==> src/rtl/xcc_pkg.sv <==
package xcc_pkg;

    // ChaCha constant words ("expand 32-byte k")
    localparam logic [31:0] SIGMA_0 = 32'h6170_7865;
    localparam logic [31:0] SIGMA_1 = 32'h3320_646e;
    localparam logic [31:0] SIGMA_2 = 32'h7962_2d32;
    localparam logic [31:0] SIGMA_3 = 32'h6b20_6574;

    localparam int WORD_W     = 32;
    localparam int CFG_W      = 64;
    localparam int CFG_IDX_W  = 3;
    localparam int NUM_WORDS  = 16;
    localparam int NUM_KEYW   = 8;
    // 10 double rounds, 8 row steps each
    localparam int ROUND_STEPS = 80;
    localparam int STEP_CNT_W  = $clog2(ROUND_STEPS);

    // one row of the 4x4 state, lane j = column j
    typedef logic [3:0][WORD_W-1:0] t_row;

    // configuration register map
    typedef enum logic [CFG_IDX_W-1:0] {
        CFG_KEY_0   = 3'd0,
        CFG_KEY_1   = 3'd1,
        CFG_KEY_2   = 3'd2,
        CFG_KEY_3   = 3'd3,
        CFG_NONCE_0 = 3'd4,
        CFG_NONCE_1 = 3'd5,
        CFG_NONCE_2 = 3'd6
    } t_cfg_idx;

    // the four add/xor/rotate steps of a quarter round, applied to whole rows
    typedef enum logic [1:0] {
        QR_AD16 = 2'd0,   // a += b; d ^= a; d <<<= 16
        QR_CB12 = 2'd1,   // c += d; b ^= c; b <<<= 12
        QR_AD8  = 2'd2,   // a += b; d ^= a; d <<<= 8
        QR_CB7  = 2'd3    // c += d; b ^= c; b <<<= 7
    } t_qr_step;

    typedef enum logic [2:0] {
        ST_IDLE,
        ST_ROUND,
        ST_SUBKEY,
        ST_LOADB,
        ST_FEED,
        ST_EMIT
    } t_state;

endpackage

==> src/rtl/xcc_row_step.sv <==
// Shared round unit: one quarter-round step on all four columns at once.
// x += y; z ^= x; z <<<= n, with n set by the step.
module xcc_row_step (
    input  xcc_pkg::t_row     i_x,
    input  xcc_pkg::t_row     i_y,
    input  xcc_pkg::t_row     i_z,
    input  xcc_pkg::t_qr_step i_step,
    output xcc_pkg::t_row     o_x,
    output xcc_pkg::t_row     o_z
);
    import xcc_pkg::*;

    t_row sum;
    t_row mix;

    // four independent lanes
    always_comb begin
        for (int j = 0; j < 4; j++) begin
            sum[j] = i_x[j] + i_y[j];
            mix[j] = i_z[j] ^ sum[j];
            case (i_step)
                QR_AD16: o_z[j] = {mix[j][15:0], mix[j][31:16]};
                QR_CB12: o_z[j] = {mix[j][19:0], mix[j][31:20]};
                QR_AD8:  o_z[j] = {mix[j][23:0], mix[j][31:24]};
                QR_CB7:  o_z[j] = {mix[j][24:0], mix[j][31:25]};
                default: o_z[j] = mix[j];
            endcase
        end
        o_x = sum;
    end

endmodule

==> config.mk <==
export PLATFORM = sky130hd
export DESIGN_NAME = xcc_row_step
export DESIGN_NICKNAME = d
export VERILOG_FILES = /design/src/rtl/xcc_pkg.sv /design/src/rtl/xcc_row_step.sv
export SDC_FILE = /design/constraint.sdc
export NUM_CORES = 1
export LEC_CHECK = 0
export BUFFER_PORTS_ARGS = -buffer_cell sky130_fd_sc_hd__buf_4
export CAP_MARGIN = 20
export CORE_AREA = 4 4 244 246
export DETAILED_ROUTE_END_ITERATION = 7
export DIE_AREA = 0 0 248 250
export PLACE_DENSITY = 0.47
export SYNTH_ARGS = -nofsm -noshare
export SYNTH_HDL_FRONTEND = slang
export SYNTH_SLANG_ARGS = --single-unit
==> constraint.sdc <==
create_clock -name vclk -period 4.7
set_clock_uncertainty 0.1 [all_clocks]
set_input_delay 0.47 -clock vclk [all_inputs]
set_output_delay 0.47 -clock vclk [all_outputs]
set_load 0.01 [all_outputs]
==> metrics.txt <==
min-delay worst type=in2out; sequential fraction of the synthesis area=0%; largest cells by area after synthesis=ha_1 (13%), xnor2_1 (8.6%), xor2_1 (7.7%); hold buffers post-CTS=0; core box area=57370 um2; leakage=8.300 nW; Final nets=2757; FFs & Latches=0; area grow syn2layout=46.84%; Post-Syn Instances=1675; wire length per cell=22.44 um; Max Cap Viol=0; Commonest cells post-synth=nand2_1 (179), a21oi_1 (172), nor2_1 (157); CP Launch Type=primary input; Synthesized Nets=2189; Die X=248 um; Setup Total Neg Slack=0 ns; slowest CP cell=a211oi_1; drt first pass iters=7; Global Route Usage Sum=20.07%; die height=250 um; Hold Fails Final Rpt=0; hpwl dp=59.24 mm; CP max FO=6; count leader, synth=nand2_1; vias in the first global route=15570; Top Ports=642; critical setup path kind=in2out; Final Core Density=30.64%; crit-path max cell delay=0.44 ns; full die area=62000 um2; routability cong.=0.9196; CP cell instances=buf_4 > ha_1 > fa_1 > a21o_1 > a221oi_2 > a21oi_1 > o21a_1 > a21oi_1 > o21bai_1 > xnor2_1 > o22ai_1 > a211oi_1 > buf_4; status=finished, final reports clean; via count=15390; Yosys cell types=92; first-pass GRT wire length=97.30 mm; initial DRC count=1100; Residual DRC=0; fill count=6255; Post-CTS Setup Repair Bufs=0; Final period util=95.76%; Worst Path Required=4.13 ns; I/O Buffers=642; Synth Warn #=0; FF/Latch Area=0 um2; total global routing overflow=0; # clk buffers=0; Post-CTS Resized=0; layout cells sized above 1=32.93%; Rows=88; DR vias/cell=5.118; Final Max Tran Viols=0; final setup vio count=0; Critical Path AT=3.93 ns; syn avg cell area=7.147 um2; fmax=222.2 MHz; top cell type by total area after synthesis=ha_1; crit path buf inv count=2; crit path time final=4.501 ns; Power Density=235.3 nW/um2; Peak VDD IR=89.10 uV; area share of the largest cell type after synthesis=12.96%; delay-heaviest family, CP=compound AO/OA/AOI/OAI gates; Post-DRT Antenna Nets=0; Netlist Area Pre-Place=11970 um2; RSZ-0062 raised after global routing=false; routed wire length=67.47 mm; Worst-Margin Slew=1.010 ns; antenna violations before repair=2; largest net degree at the start of global routing=75; Worst setup EP type=output port; Max transition margin=32.40%; initial core utilization=20.87%
area by class of cell:
class | count | area, um2 | area share (%)
well taps | 765 | 957.2 | 5.445
inverters | 28 | 110.1 | 0.6263
repair buffers | 669 | 5039 | 28.66
diodes | 1 | 2.502 | 0.01423
multi-input cells | 1544 | 11470 | 65.25
worst min-delay path, cell delays in order:
cell	delay, ns
buf_4	0.08
ha_1	0.14
buf_4	0.12
routing by layer:
| metal | up-vias | GRT usage [%] | share of wire, % | routed length (um) |
|---|---|---|---|---|
| li1 | 7377 | - | - | - |
| met1 | 7373 | 24.70 | 40 | 27290 |
| met2 | 580 | 36.10 | 50 | 33460 |
| met3 | 58 | 4.330 | 7.8 | 5291 |
| met4 | 2 | 3.562 | 2.1 | 1416 |
| met5 | - | 0 | 0.013 | 9 |
path summary, 6_finish.rpt:
check                from  endpoint  slack (ns)  cells past startpoint
setup / recovery  i_x[32]   o_z[38]        0.20                     13
hold / removal    i_y[64]   o_x[64]        1.18                      3
where the power goes:
part	switching, mW	total [mW]	internal (mW)
combinational	2.31	4.14	1.83
clock	0	0.0000000285	0.0000000285
sequential	0	0	0
cell usage in the layout (no fill, tap or decap), types with 11 or more instances in the layout:
cell type	Yosys	routed
xnor3_1	19	19
a32oi_1	17	17
a211oi_1	27	27
inv_1	25	25
o21ai_0	101	101
nand3_1	37	37
nand2_1	179	179
a21oi_1	172	172
xnor2_1	118	118
o21bai_1	22	22
mux4_2	29	29
o22ai_1	17	17
a31oi_1	22	22
xor2_1	105	105
a21o_1	61	61
a22oi_1	16	16
and3_1	23	23
or3_1	11	11
nor3_1	22	22
nor2_1	157	157
o211ai_1	19	19
nand4_1	20	20
xor3_1	12	12
ha_1	124	124
buf_4	0	667
and2_1	20	20
o21a_1	25	25
nand2b_1	13	13
kinds of logic (layout without fill, tap and decap cells):
logic type | after synthesis | in the layout | share of synthesized area (%)
AO/OA/AOI/OAI | 605 | 605 | 33.97
AND/OR/NAND/NOR | 523 | 523 | 20.06
XOR/XNOR | 254 | 254 | 22.27
buffers and inverters | 131 | 697 | 4.181
adder cells (fa/ha/maj) | 128 | 128 | 13.63
multiplexers | 34 | 34 | 5.895
other | 0 | 1 | 0
metrics by stage:
stage / cells / hold WS (ns) / power (mW) / setup slack [ns] / cell area (um2)
after floorplan: 1675 / 1.007 / 2.150 / 1.025 / 11970
after global placement: 3006 / 1.183 / 4.138 / 0.2363 / 17580
after detailed placement: 3006 / 1.185 / 4.131 / 0.2090 / 17580
after CTS: 3006 / 1.186 / 4.154 / 0.2031 / 17580
after global routing: 3007 / 1.197 / 4.432 / 0.04302 / 17580
final: 3007 / 1.182 / 4.137 / 0.1991 / 17580
Note: power is estimated with default switching activity, not from simulation.
